--- config.mk ---
export PLATFORM = sky130hd
export DESIGN_NAME = sha256_stream_hasher_core
export DESIGN_NICKNAME = d
export VERILOG_FILES = /design/src/design/shs_pkg.sv /design/src/design/shs_ram.sv /design/src/design/shs_sched.sv /design/src/design/shs_round.sv /design/src/design/sha256_stream_hasher_core.sv
export VERILOG_INCLUDE_DIRS = /design/src /design/src/design
export SDC_FILE = /design/constraint.sdc
export NUM_CORES = 2
export LEC_CHECK = 0
export BUFFER_PORTS_ARGS = -buffer_cell sky130_fd_sc_hd__buf_4
export CAP_MARGIN = 20
export CORE_ASPECT_RATIO = 0.8
export CORE_MARGIN = 4
export CORE_UTILIZATION = 35
export CTS_CLUSTER_SIZE = 14
export DETAILED_ROUTE_END_ITERATION = 10
export GPL_TIMING_DRIVEN = 0
export HOLD_SLACK_MARGIN = 0.05
export PLACE_DENSITY = 0.54
export RECOVER_POWER = 25
export SLEW_MARGIN = 20
export SYNTH_ARGS = -nofsm -noshare
export SYNTH_HDL_FRONTEND = slang
export SYNTH_SLANG_ARGS = --single-unit
export TNS_END_PERCENT = 100
--- constraint.sdc ---
create_clock -name clk -period 19.3 [get_ports clk]
set_clock_uncertainty 0.1 [all_clocks]
set_input_delay 2.895 -clock clk [delete_from_list [all_inputs] [get_ports clk]]
set_output_delay 2.895 -clock clk [all_outputs]
set_load 0.02 [all_outputs]
--- src/design/sha256_stream_hasher_core_defines.svh ---
// assertion macros for the sha-256 stream hasher
// used by sha256_stream_hasher_core; expects clk and rst_n in scope
`ifndef SHA256_STREAM_HASHER_CORE_DEFINES_SVH
`define SHA256_STREAM_HASHER_CORE_DEFINES_SVH

`ifndef SYNTHESIS
`define SHS_ASSERT(label, prop, msg) \
  label: assert property (@(posedge clk) disable iff (!rst_n) (prop)) else $error(msg);
`define SHS_ASSERT_IMP(label, pre, post, msg) \
  label: assert property (@(posedge clk) disable iff (!rst_n) (pre) |-> (post)) else $error(msg);
`define SHS_ASSERT_NEXT(label, pre, post, msg) \
  label: assert property (@(posedge clk) disable iff (!rst_n) (pre) |=> (post)) else $error(msg);
`else
`define SHS_ASSERT(label, prop, msg)
`define SHS_ASSERT_IMP(label, pre, post, msg)
`define SHS_ASSERT_NEXT(label, pre, post, msg)
`endif

`endif

--- src/design/shs_pkg.sv ---
// shared constants, types and round functions of the sha-256 stream hasher
// no dependencies
package shs_pkg;

  localparam int WORD_W      = 32;
  localparam int CHAIN_DEPTH = 8;
  localparam int CHAIN_AW    = 3;
  localparam int BYTES_W     = 61;

  localparam logic [WORD_W-1:0] MARK_WORD = 32'h8000_0000;

  localparam logic [WORD_W-1:0] IV_WORDS [CHAIN_DEPTH] = '{
    32'h6a09e667, 32'hbb67ae85, 32'h3c6ef372, 32'ha54ff53a,
    32'h510e527f, 32'h9b05688c, 32'h1f83d9ab, 32'h5be0cd19
  };

  localparam logic [WORD_W-1:0] ROUND_K [64] = '{
    32'h428a2f98, 32'h71374491, 32'hb5c0fbcf, 32'he9b5dba5,
    32'h3956c25b, 32'h59f111f1, 32'h923f82a4, 32'hab1c5ed5,
    32'hd807aa98, 32'h12835b01, 32'h243185be, 32'h550c7dc3,
    32'h72be5d74, 32'h80deb1fe, 32'h9bdc06a7, 32'hc19bf174,
    32'he49b69c1, 32'hefbe4786, 32'h0fc19dc6, 32'h240ca1cc,
    32'h2de92c6f, 32'h4a7484aa, 32'h5cb0a9dc, 32'h76f988da,
    32'h983e5152, 32'ha831c66d, 32'hb00327c8, 32'hbf597fc7,
    32'hc6e00bf3, 32'hd5a79147, 32'h06ca6351, 32'h14292967,
    32'h27b70a85, 32'h2e1b2138, 32'h4d2c6dfc, 32'h53380d13,
    32'h650a7354, 32'h766a0abb, 32'h81c2c92e, 32'h92722c85,
    32'ha2bfe8a1, 32'ha81a664b, 32'hc24b8b70, 32'hc76c51a3,
    32'hd192e819, 32'hd6990624, 32'hf40e3585, 32'h106aa070,
    32'h19a4c116, 32'h1e376c08, 32'h2748774c, 32'h34b0bcb5,
    32'h391c0cb3, 32'h4ed8aa4a, 32'h5b9cca4f, 32'h682e6ff3,
    32'h748f82ee, 32'h78a5636f, 32'h84c87814, 32'h8cc70208,
    32'h90befffa, 32'ha4506ceb, 32'hbef9a3f7, 32'hc67178f2
  };

  typedef struct packed {
    logic              push;
    logic              expand;
    logic [WORD_W-1:0] word;
  } sched_ctrl_t;

  typedef struct packed {
    logic load;
    logic run;
    logic rotate;
  } round_ctrl_t;

  function automatic logic [WORD_W-1:0] big_sigma0(input logic [WORD_W-1:0] x);
    return {x[1:0], x[31:2]} ^ {x[12:0], x[31:13]} ^ {x[21:0], x[31:22]};
  endfunction

  function automatic logic [WORD_W-1:0] big_sigma1(input logic [WORD_W-1:0] x);
    return {x[5:0], x[31:6]} ^ {x[10:0], x[31:11]} ^ {x[24:0], x[31:25]};
  endfunction

  function automatic logic [WORD_W-1:0] small_sigma0(input logic [WORD_W-1:0] x);
    return {x[6:0], x[31:7]} ^ {x[17:0], x[31:18]} ^ {3'b000, x[31:3]};
  endfunction

  function automatic logic [WORD_W-1:0] small_sigma1(input logic [WORD_W-1:0] x);
    return {x[16:0], x[31:17]} ^ {x[18:0], x[31:19]} ^ {10'b0, x[31:10]};
  endfunction

endpackage

--- src/design/shs_ram.sv ---
// generic single-write, single-read ram with registered read data
// no dependencies
module shs_ram #(
  parameter int WIDTH = 32,
  parameter int DEPTH = 8,
  localparam int AW = (DEPTH > 1) ? $clog2(DEPTH) : 1
) (
  input  logic             clk,
  input  logic             wr_en,
  input  logic [AW-1:0]    wr_addr,
  input  logic [WIDTH-1:0] wr_data,
  input  logic             rd_en,
  input  logic [AW-1:0]    rd_addr,
  output logic [WIDTH-1:0] rd_data
);

  logic [WIDTH-1:0] mem [DEPTH];

  always_ff @(posedge clk) begin
    if (wr_en) begin
      mem[wr_addr] <= wr_data;
    end
    if (rd_en) begin
      rd_data <= mem[rd_addr];
    end
  end

endmodule

--- src/design/shs_sched.sv ---
// 16-word message schedule window with in-place expansion
// depends on shs_pkg
module shs_sched import shs_pkg::*; (
  input  logic              clk,
  input  sched_ctrl_t       ctrl,
  output logic [WORD_W-1:0] w_out
);

  logic [WORD_W-1:0] win_r [16];
  logic [WORD_W-1:0] win_nxt;

  always_comb begin
    if (ctrl.expand) begin
      win_nxt = small_sigma1(win_r[14]) + win_r[9] + small_sigma0(win_r[1]) + win_r[0];
    end else begin
      win_nxt = ctrl.word;
    end
  end

  always_ff @(posedge clk) begin
    if (ctrl.push || ctrl.expand) begin
      for (int i = 0; i < 15; i++) begin
        win_r[i] <= win_r[i+1];
      end
      win_r[15] <= win_nxt;
    end
  end

  assign w_out = win_r[0];

endmodule

--- src/design/shs_round.sv ---
// working variables a..h and the sha-256 round function
// depends on shs_pkg
module shs_round import shs_pkg::*; (
  input  logic              clk,
  input  round_ctrl_t       ctrl,
  input  logic [WORD_W-1:0] load_word,
  input  logic [WORD_W-1:0] sched_w,
  input  logic [WORD_W-1:0] round_k,
  output logic [WORD_W-1:0] head_word
);

  // v_r[0] is a, v_r[7] is h
  logic [WORD_W-1:0] v_r [8];
  logic [WORD_W-1:0] t1;
  logic [WORD_W-1:0] t2;
  logic [WORD_W-1:0] ch;
  logic [WORD_W-1:0] maj;

  always_comb begin
    ch  = (v_r[4] & v_r[5]) ^ (~v_r[4] & v_r[6]);
    maj = (v_r[0] & v_r[1]) ^ (v_r[0] & v_r[2]) ^ (v_r[1] & v_r[2]);
    t1  = v_r[7] + big_sigma1(v_r[4]) + ch + round_k + sched_w;
    t2  = big_sigma0(v_r[0]) + maj;
  end

  always_ff @(posedge clk) begin
    if (ctrl.run) begin
      v_r[0] <= t1 + t2;
      v_r[1] <= v_r[0];
      v_r[2] <= v_r[1];
      v_r[3] <= v_r[2];
      v_r[4] <= v_r[3] + t1;
      v_r[5] <= v_r[4];
      v_r[6] <= v_r[5];
      v_r[7] <= v_r[6];
    end else if (ctrl.load || ctrl.rotate) begin
      for (int i = 0; i < 7; i++) begin
        v_r[i] <= v_r[i+1];
      end
      v_r[7] <= ctrl.load ? load_word : v_r[0];
    end
  end

  assign head_word = v_r[0];

endmodule

--- src/design/sha256_stream_hasher_core.sv ---
// sha-256 stream hasher top level: message words in, eight digest words out.
// The chaining value lives in an 8-entry ram (valid bits make unwritten entries
// read as the initial hash values); one compression round runs per cycle. The
// word that completes a 16-word block starts a busy phase: the working variables
// are loaded from the ram, 64 rounds run, and the working variables are added
// back and written as the chaining value. After the last word, the padding words
// are pushed (up to 18 of them, with one more block compression when the length
// does not fit in the current block), then the digest leaves at one word per
// cycle while out_stall is low.
// Depends on shs_pkg, shs_ram, shs_sched, shs_round.
`include "sha256_stream_hasher_core_defines.svh"
module sha256_stream_hasher_core import shs_pkg::*; (
  input  logic              clk,
  input  logic              rst_n,
  input  logic              in_valid,
  output logic              in_stall,
  input  logic [WORD_W-1:0] in_data_word,
  input  logic [2:0]        in_valid_bytes,
  input  logic              in_last_word,
  output logic              out_valid,
  input  logic              out_stall,
  output logic [WORD_W-1:0] out_digest_word,
  output logic [2:0]        out_word_number,
  output logic              out_digest_end
);

  typedef enum logic [2:0] {
    ST_IN,
    ST_PAD,
    ST_LOAD,
    ST_ROUND,
    ST_WB,
    ST_OUT
  } state_t;

  state_t                   state_r, state_nxt;
  logic [3:0]               slot_r, slot_nxt;
  logic [BYTES_W-1:0]       bytes_r, bytes_nxt;
  logic                     mark_r, mark_nxt;
  logic                     len_hi_r, len_hi_nxt;
  logic                     final_r, final_nxt;
  logic                     ret_pad_r, ret_pad_nxt;
  logic [3:0]               cnt_r, cnt_nxt;
  logic [5:0]               round_r, round_nxt;
  logic [2:0]               out_idx_r, out_idx_nxt;
  logic [CHAIN_DEPTH-1:0]   valid_r, valid_nxt;
  logic [CHAIN_AW-1:0]      rd_q_r;

  logic                     ram_wr_en;
  logic [CHAIN_AW-1:0]      ram_wr_addr;
  logic [WORD_W-1:0]        ram_wr_data;
  logic                     ram_rd_en;
  logic [CHAIN_AW-1:0]      ram_rd_addr;
  logic [WORD_W-1:0]        ram_rd_data;
  logic [WORD_W-1:0]        chain_eff;

  sched_ctrl_t              sched_ctrl;
  round_ctrl_t              round_ctrl;
  logic [WORD_W-1:0]        sched_w;
  logic [WORD_W-1:0]        head_word;

  logic                     push_en;
  logic [WORD_W-1:0]        push_word;
  logic [2:0]               nb_eff;
  logic [WORD_W-1:0]        keep_mask;
  logic [WORD_W-1:0]        tail_mark;
  logic [WORD_W-1:0]        len_hi;
  logic [WORD_W-1:0]        len_lo;

  shs_ram #(
    .WIDTH (WORD_W),
    .DEPTH (CHAIN_DEPTH)
  ) u_chain_ram (
    .clk     (clk),
    .wr_en   (ram_wr_en),
    .wr_addr (ram_wr_addr),
    .wr_data (ram_wr_data),
    .rd_en   (ram_rd_en),
    .rd_addr (ram_rd_addr),
    .rd_data (ram_rd_data)
  );

  shs_sched u_sched (
    .clk   (clk),
    .ctrl  (sched_ctrl),
    .w_out (sched_w)
  );

  shs_round u_round (
    .clk       (clk),
    .ctrl      (round_ctrl),
    .load_word (chain_eff),
    .sched_w   (sched_w),
    .round_k   (ROUND_K[round_r]),
    .head_word (head_word)
  );

  assign chain_eff   = valid_r[rd_q_r] ? ram_rd_data : IV_WORDS[rd_q_r];
  assign ram_wr_data = chain_eff + head_word;
  assign ram_wr_addr = cnt_r[2:0] - 3'd1;

  assign len_hi = bytes_r[60:29];
  assign len_lo = {bytes_r[28:0], 3'b000};

  // byte count of this transfer, with the last-word mask and 0x80 mark
  always_comb begin
    nb_eff = 3'd4;
    if (in_last_word && (in_valid_bytes < 3'd4)) begin
      nb_eff = in_valid_bytes;
    end
    case (nb_eff)
      3'd0: begin
        keep_mask = 32'h0000_0000;
        tail_mark = 32'h8000_0000;
      end
      3'd1: begin
        keep_mask = 32'hff00_0000;
        tail_mark = 32'h0080_0000;
      end
      3'd2: begin
        keep_mask = 32'hffff_0000;
        tail_mark = 32'h0000_8000;
      end
      3'd3: begin
        keep_mask = 32'hffff_ff00;
        tail_mark = 32'h0000_0080;
      end
      default: begin
        keep_mask = 32'hffff_ffff;
        tail_mark = 32'h0000_0000;
      end
    endcase
  end

  always_comb begin
    state_nxt   = state_r;
    slot_nxt    = slot_r;
    bytes_nxt   = bytes_r;
    mark_nxt    = mark_r;
    len_hi_nxt  = len_hi_r;
    final_nxt   = final_r;
    ret_pad_nxt = ret_pad_r;
    cnt_nxt     = cnt_r;
    round_nxt   = round_r;
    out_idx_nxt = out_idx_r;
    valid_nxt   = valid_r;
    push_en     = 1'b0;
    push_word   = '0;
    ram_rd_en   = 1'b0;
    ram_rd_addr = cnt_r[2:0];
    ram_wr_en   = 1'b0;
    round_ctrl  = '0;

    case (state_r)
      ST_IN: begin
        if (in_valid) begin
          push_en     = 1'b1;
          bytes_nxt   = bytes_r + BYTES_W'(nb_eff);
          ret_pad_nxt = in_last_word;
          if (in_last_word) begin
            state_nxt = ST_PAD;
            mark_nxt  = (nb_eff == 3'd4);
            push_word = (in_data_word & keep_mask) | tail_mark;
          end else begin
            push_word = in_data_word;
          end
        end
      end
      ST_PAD: begin
        push_en = 1'b1;
        if (mark_r) begin
          push_word = MARK_WORD;
          mark_nxt  = 1'b0;
        end else if (len_hi_r) begin
          push_word  = len_lo;
          len_hi_nxt = 1'b0;
          final_nxt  = 1'b1;
        end else if (slot_r == 4'd14) begin
          push_word  = len_hi;
          len_hi_nxt = 1'b1;
        end
      end
      ST_LOAD: begin
        ram_rd_en       = !cnt_r[3];
        round_ctrl.load = (cnt_r != 4'd0);
        if (cnt_r[3]) begin
          state_nxt = ST_ROUND;
          round_nxt = '0;
        end else begin
          cnt_nxt = cnt_r + 4'd1;
        end
      end
      ST_ROUND: begin
        round_ctrl.run = 1'b1;
        round_nxt      = round_r + 6'd1;
        if (round_r == 6'd63) begin
          state_nxt = ST_WB;
          cnt_nxt   = '0;
        end
      end
      ST_WB: begin
        ram_rd_en = !cnt_r[3];
        if (cnt_r != 4'd0) begin
          ram_wr_en              = 1'b1;
          round_ctrl.rotate      = 1'b1;
          valid_nxt[ram_wr_addr] = 1'b1;
        end
        if (cnt_r[3]) begin
          if (final_r) begin
            state_nxt   = ST_OUT;
            out_idx_nxt = '0;
            ram_rd_en   = 1'b1;
            ram_rd_addr = '0;
          end else if (ret_pad_r) begin
            state_nxt = ST_PAD;
          end else begin
            state_nxt = ST_IN;
          end
        end else begin
          cnt_nxt = cnt_r + 4'd1;
        end
      end
      ST_OUT: begin
        if (!out_stall) begin
          if (out_idx_r == 3'd7) begin
            state_nxt   = ST_IN;
            valid_nxt   = '0;
            bytes_nxt   = '0;
            slot_nxt    = '0;
            final_nxt   = 1'b0;
            ret_pad_nxt = 1'b0;
            mark_nxt    = 1'b0;
            len_hi_nxt  = 1'b0;
          end else begin
            out_idx_nxt = out_idx_r + 3'd1;
            ram_rd_en   = 1'b1;
            ram_rd_addr = out_idx_r + 3'd1;
          end
        end
      end
      default: begin
        state_nxt = ST_IN;
      end
    endcase

    // a full window starts the compression
    if (push_en) begin
      slot_nxt = slot_r + 4'd1;
      if (slot_r == 4'd15) begin
        state_nxt = ST_LOAD;
        cnt_nxt   = '0;
      end
    end
  end

  assign sched_ctrl.push   = push_en;
  assign sched_ctrl.expand = round_ctrl.run;
  assign sched_ctrl.word   = push_word;

  always_ff @(posedge clk) begin
    if (!rst_n) begin
      state_r   <= ST_IN;
      slot_r    <= '0;
      bytes_r   <= '0;
      mark_r    <= 1'b0;
      len_hi_r  <= 1'b0;
      final_r   <= 1'b0;
      ret_pad_r <= 1'b0;
      cnt_r     <= '0;
      round_r   <= '0;
      out_idx_r <= '0;
      valid_r   <= '0;
    end else begin
      state_r   <= state_nxt;
      slot_r    <= slot_nxt;
      bytes_r   <= bytes_nxt;
      mark_r    <= mark_nxt;
      len_hi_r  <= len_hi_nxt;
      final_r   <= final_nxt;
      ret_pad_r <= ret_pad_nxt;
      cnt_r     <= cnt_nxt;
      round_r   <= round_nxt;
      out_idx_r <= out_idx_nxt;
      valid_r   <= valid_nxt;
    end
    if (ram_rd_en) begin
      rd_q_r <= ram_rd_addr;
    end
  end

  assign in_stall        = (state_r != ST_IN);
  assign out_valid       = (state_r == ST_OUT);
  assign out_digest_word = chain_eff;
  assign out_word_number = out_idx_r;
  assign out_digest_end  = (out_idx_r == 3'd7);

  `SHS_ASSERT_NEXT(a_last_round_to_wb, (state_r == ST_ROUND) && (round_r == 6'd63), state_r == ST_WB, "round 63 not followed by writeback")
  `SHS_ASSERT_IMP(a_out_chain_written, state_r == ST_OUT, &valid_r, "digest read before chain fully written")
  `SHS_ASSERT_IMP(a_len_lo_slot, (state_r == ST_PAD) && len_hi_r, slot_r == 4'd15, "low length word off slot 15")
  `SHS_ASSERT_NEXT(a_end_frees_input, out_valid && !out_stall && out_digest_end, !in_stall && (valid_r == '0), "hasher not reset after digest")

endmodule

==> results.sh <==
export IMPL_status="complete, but fails checks"
export IMPL_violations="capacitance limit, slew limit"
export IMPL_cts_buffer_depth=3
export IMPL_yosysSeqAreaShare_pct=56.05
export IMPL_drt_total_wl_um=200300
export IMPL_ctsHoldBuffers=0
export IMPL_dpl_cell_area_um2=64260
export IMPL_hold_path_class="flip-flop to flip-flop"
export IMPL_grt_pass1_wl_um=285200
export IMPL_syn_inst=4950
export IMPL_dp_cells=7323
export IMPL_synth_fp_nets=5368
export IMPL_grt_pass1_vias=38830
export IMPL_postLayoutCoreUtil_pct=40.17
export IMPL_chipWidth_um=471.1
export IMPL_hold_ws_ns=0.2957
export IMPL_use_met3_pct=5.028
export IMPL_mostFrequentLayoutCells="edfxtp_1, nand2_1, xnor2_1"
export IMPL_critPathCaptureType="flip-flop"
export IMPL_ff2ff_setup_slack_ns=6.23
export IMPL_min_delay_start="u_sched.win_r[11][11]"
export IMPL_yosys_register_bits=1152
export IMPL_nNetsFinal=5605
export IMPL_fin_crit_sh_pct=67.72
export IMPL_wl_per_cell_um=26.52
export IMPL_ff_latch_area_um2=33660
export IMPL_vias=41330
export IMPL_synthArstFlopShare_pct=0
export IMPL_design_area_um2=68250
export IMPL_min_to="u_sched.win_r[10][11]"
export IMPL_worst_slack_ns=6.230
export IMPL_p_per_area_nw_per_um2=124.9
export IMPL_r2r_end="u_round.v_r[0][31]"
export IMPL_pin_count=78
export IMPL_relSlewSlack_pct=-25.43
export IMPL_cts_resized=0
export IMPL_grt_busiest_layer="met1"
export IMPL_arrival_ns=13.38
export IMPL_ir_worst_vdd_mv=0.09634
export IMPL_slowest_stage="nor2_1"
export IMPL_drive_gt1_share_pct=9.112
export IMPL_portBuffers=76
export IMPL_hold_viol=0
export IMPL_die_area_um2=178300
export IMPL_tightest_slew_ns=1.874
export IMPL_antenna_found_initial=3
export IMPL_die_y_um=378.5
export IMPL_drv_slew=16
export IMPL_start_util_pct=35.34
export IMPL_cts_tree="done"
export IMPL_grt_use_total_pct=22.07
export IMPL_min_path_cells=0
export IMPL_synth_area_per_cell_um2=12.13
export IMPL_place_ws_ns=6.913
export IMPL_via_per_inst=5.473
export IMPL_critPathKind="flip-flop to flip-flop"
export IMPL_gr_total_overflow=0
export IMPL_multiInputGateArea_um2=24690
export IMPL_synth_area_um2=60050
export IMPL_setup_viol=0
export IMPL_post_dp_hpwl_um=154300
export IMPL_final_common_cell="edfxtp_1"
export IMPL_leakage_nw=24.60
export IMPL_layout_min_cycle_time_ns=13.07
export IMPL_timing_rr_start="round_r[0]"
export IMPL_postCtsSetupBuffers=0
export IMPL_crit_fanout=15
export IMPL_synth_ff_type="edfxtp_1"
export IMPL_grt_max_degree=60
export IMPL_required_ns=19.61
export IMPL_finalNonFillerCells=7552
export IMPL_cap_violations=1
export IMPL_rsz0062_at_grt="no"
export IMPL_gr_usage_met2_pct=30.22
export IMPL_std_cell_rows=135
export IMPL_clock_latency_ns=0.79
export IMPL_grt_met1_usage_pct=35.34
export IMPL_first_pass_iters=6
export IMPL_globalplace_congestion=0.9710
export IMPL_cts_sinks=1152
export IMPL_synth_edf_count=1059
export IMPL_fillers=16280
export IMPL_fmax_mhz=76.51
export IMPL_htreeDepth=3
export IMPL_cts_clk_slew_worst_paths_ns=0.07
export IMPL_syn_to_final_growth_pct=13.65
export IMPL_drt_iter0_drc=5258
export IMPL_critPathLaunchType="flip-flop"
export IMPL_yosysUniqueCellTypes=85
export IMPL_post_route_drc_count=0
export IMPL_antenna_left=0
export IMPL_worst_path_largest_cell_delay_ns=0.84
export IMPL_yosysWarnings=0
export IMPL_r2r_cells=35
export IMPL_root_buffer="clkbuf_16"
export IMPL_coreArea_um2=169900
export IMPL_cts_buffers=121
==> worst max-delay path: cells and delay by family, from the launching register on <==
family	cells	cell delay (ns)
flops	1	0.50
mux	1	0.12
buf+inv	6	2.64
fa+ha+maj	6	2.89
compound gates	13	3.82
xor+xnor	2	0.37
simple gates	7	2.24
==> logic make-up after synthesis <==
group                    Yosys count  synth area share (%)
AND/OR/NAND/NOR                 1371                 9.815
flip-flops                      1152                 56.05
AO/OA/AOI/OAI                    944                 9.630
buffers and inverters            473                 2.994
XOR/XNOR                         434                 6.330
adder cells (fa/ha/maj)          399                 10.59
multiplexers                     177                 4.590
==> where the power goes <==
part	total (mW)	switching (mW)	internal, mW	leakage, nW
Clock	2.39	1.03	1.37	1.97
Sequential	3.07	0.0980	2.97	10.7
Combinational	3.07	1.89	1.18	11.9
==> cells in the mapped netlist, types with 24 or more instances <==
master    count  area share (%)
inv_1       221             1.4
nor2_1      313             2.0
nand2b_1     32            0.33
mux4_2       73             2.7
o21ai_0     282             2.4
a31oi_1      33            0.34
nand2_1     739             4.6
mux2i_1      47            0.78
nor3_1       56            0.47
xnor2_1     325             4.7
edfxtp_1   1059              53
clkbuf_1    197             1.2
ha_1        189             3.9
a21oi_1     292             2.4
and3_1       24            0.25
fa_1        189             6.3
o211ai_1     28            0.35
nand3_1      65            0.54
xor2_1      109             1.6
o21a_1       28            0.35
nor2b_1      47            0.49
mux2_2       57             1.1
a211oi_1     30            0.38
a21o_1       76            0.95
buf_1        35            0.22
dfxtp_1      93             3.1
==> through the flow <==
step           TNS, ns  power, mW
3_3_place_gp   -407.63      6.132
3_5_place_dp         0      6.090
6_report             0      8.526
4_1_cts              0      8.509
2_1_floorplan        0      5.228
5_1_grt              0      8.981
==> registers in the layout (all words and copies together), names as in the netlist <==
name                 flops
round_r                  6
bytes_r                 61
ret_pad_r                1
state_r                  3
mark_r                   1
u_chain_ram.mem        256
len_hi_r                 1
rd_q_r                   3
out_word_number          3
final_r                  1
valid_r                  8
slot_r                   4
u_round.v_r            256
u_chain_ram.rd_data     32
u_sched.win_r          512
cnt_r                    4
==> metal layers <==
| layer | vias to the layer above | share of wire [%] |
|---|---|---|
| li1 | 18230 | - |
| met2 | 1885 | 40 |
| met4 | 0 | 1.7 |
| met5 | - | 0 |
| met3 | 189 | 10 |
| met1 | 21030 | 48 |
==> layout make-up <==
| cell class | instances | share of cell area (%) |
|---|---|---|
| Buffer | 250 | 1.406 |
| Tap cell | 2260 | 4.143 |
| Inverter | 223 | 1.226 |
| Clock inverter | 69 | 1.219 |
| Timing Repair Buffer | 114 | 1.767 |
| Multi-Input combinational cell | 3325 | 36.17 |
| Sequential cell | 1152 | 49.32 |
| Antenna cell | 2 | 0.007333 |
| Clock buffer | 157 | 4.739 |
==> worst max-delay path by stage <==
stage	end	start	cells past startpoint	slack, ns
finish	u_round.v_r[0][31]	round_r[0]	35	6.23
global route	u_round.v_r[0][31]	round_r[0]	36	6.12
CTS	u_round.v_r[0][31]	round_r[0]	36	6.80
detailed placement	u_round.v_r[0][31]	round_r[0]	36	6.91
global placement	u_sched.win_r[1][18]	in_valid	3	-0.86
floorplan	u_sched.win_r[0][0]	in_valid	2	4.14
Power figures use the tool's default switching activity.
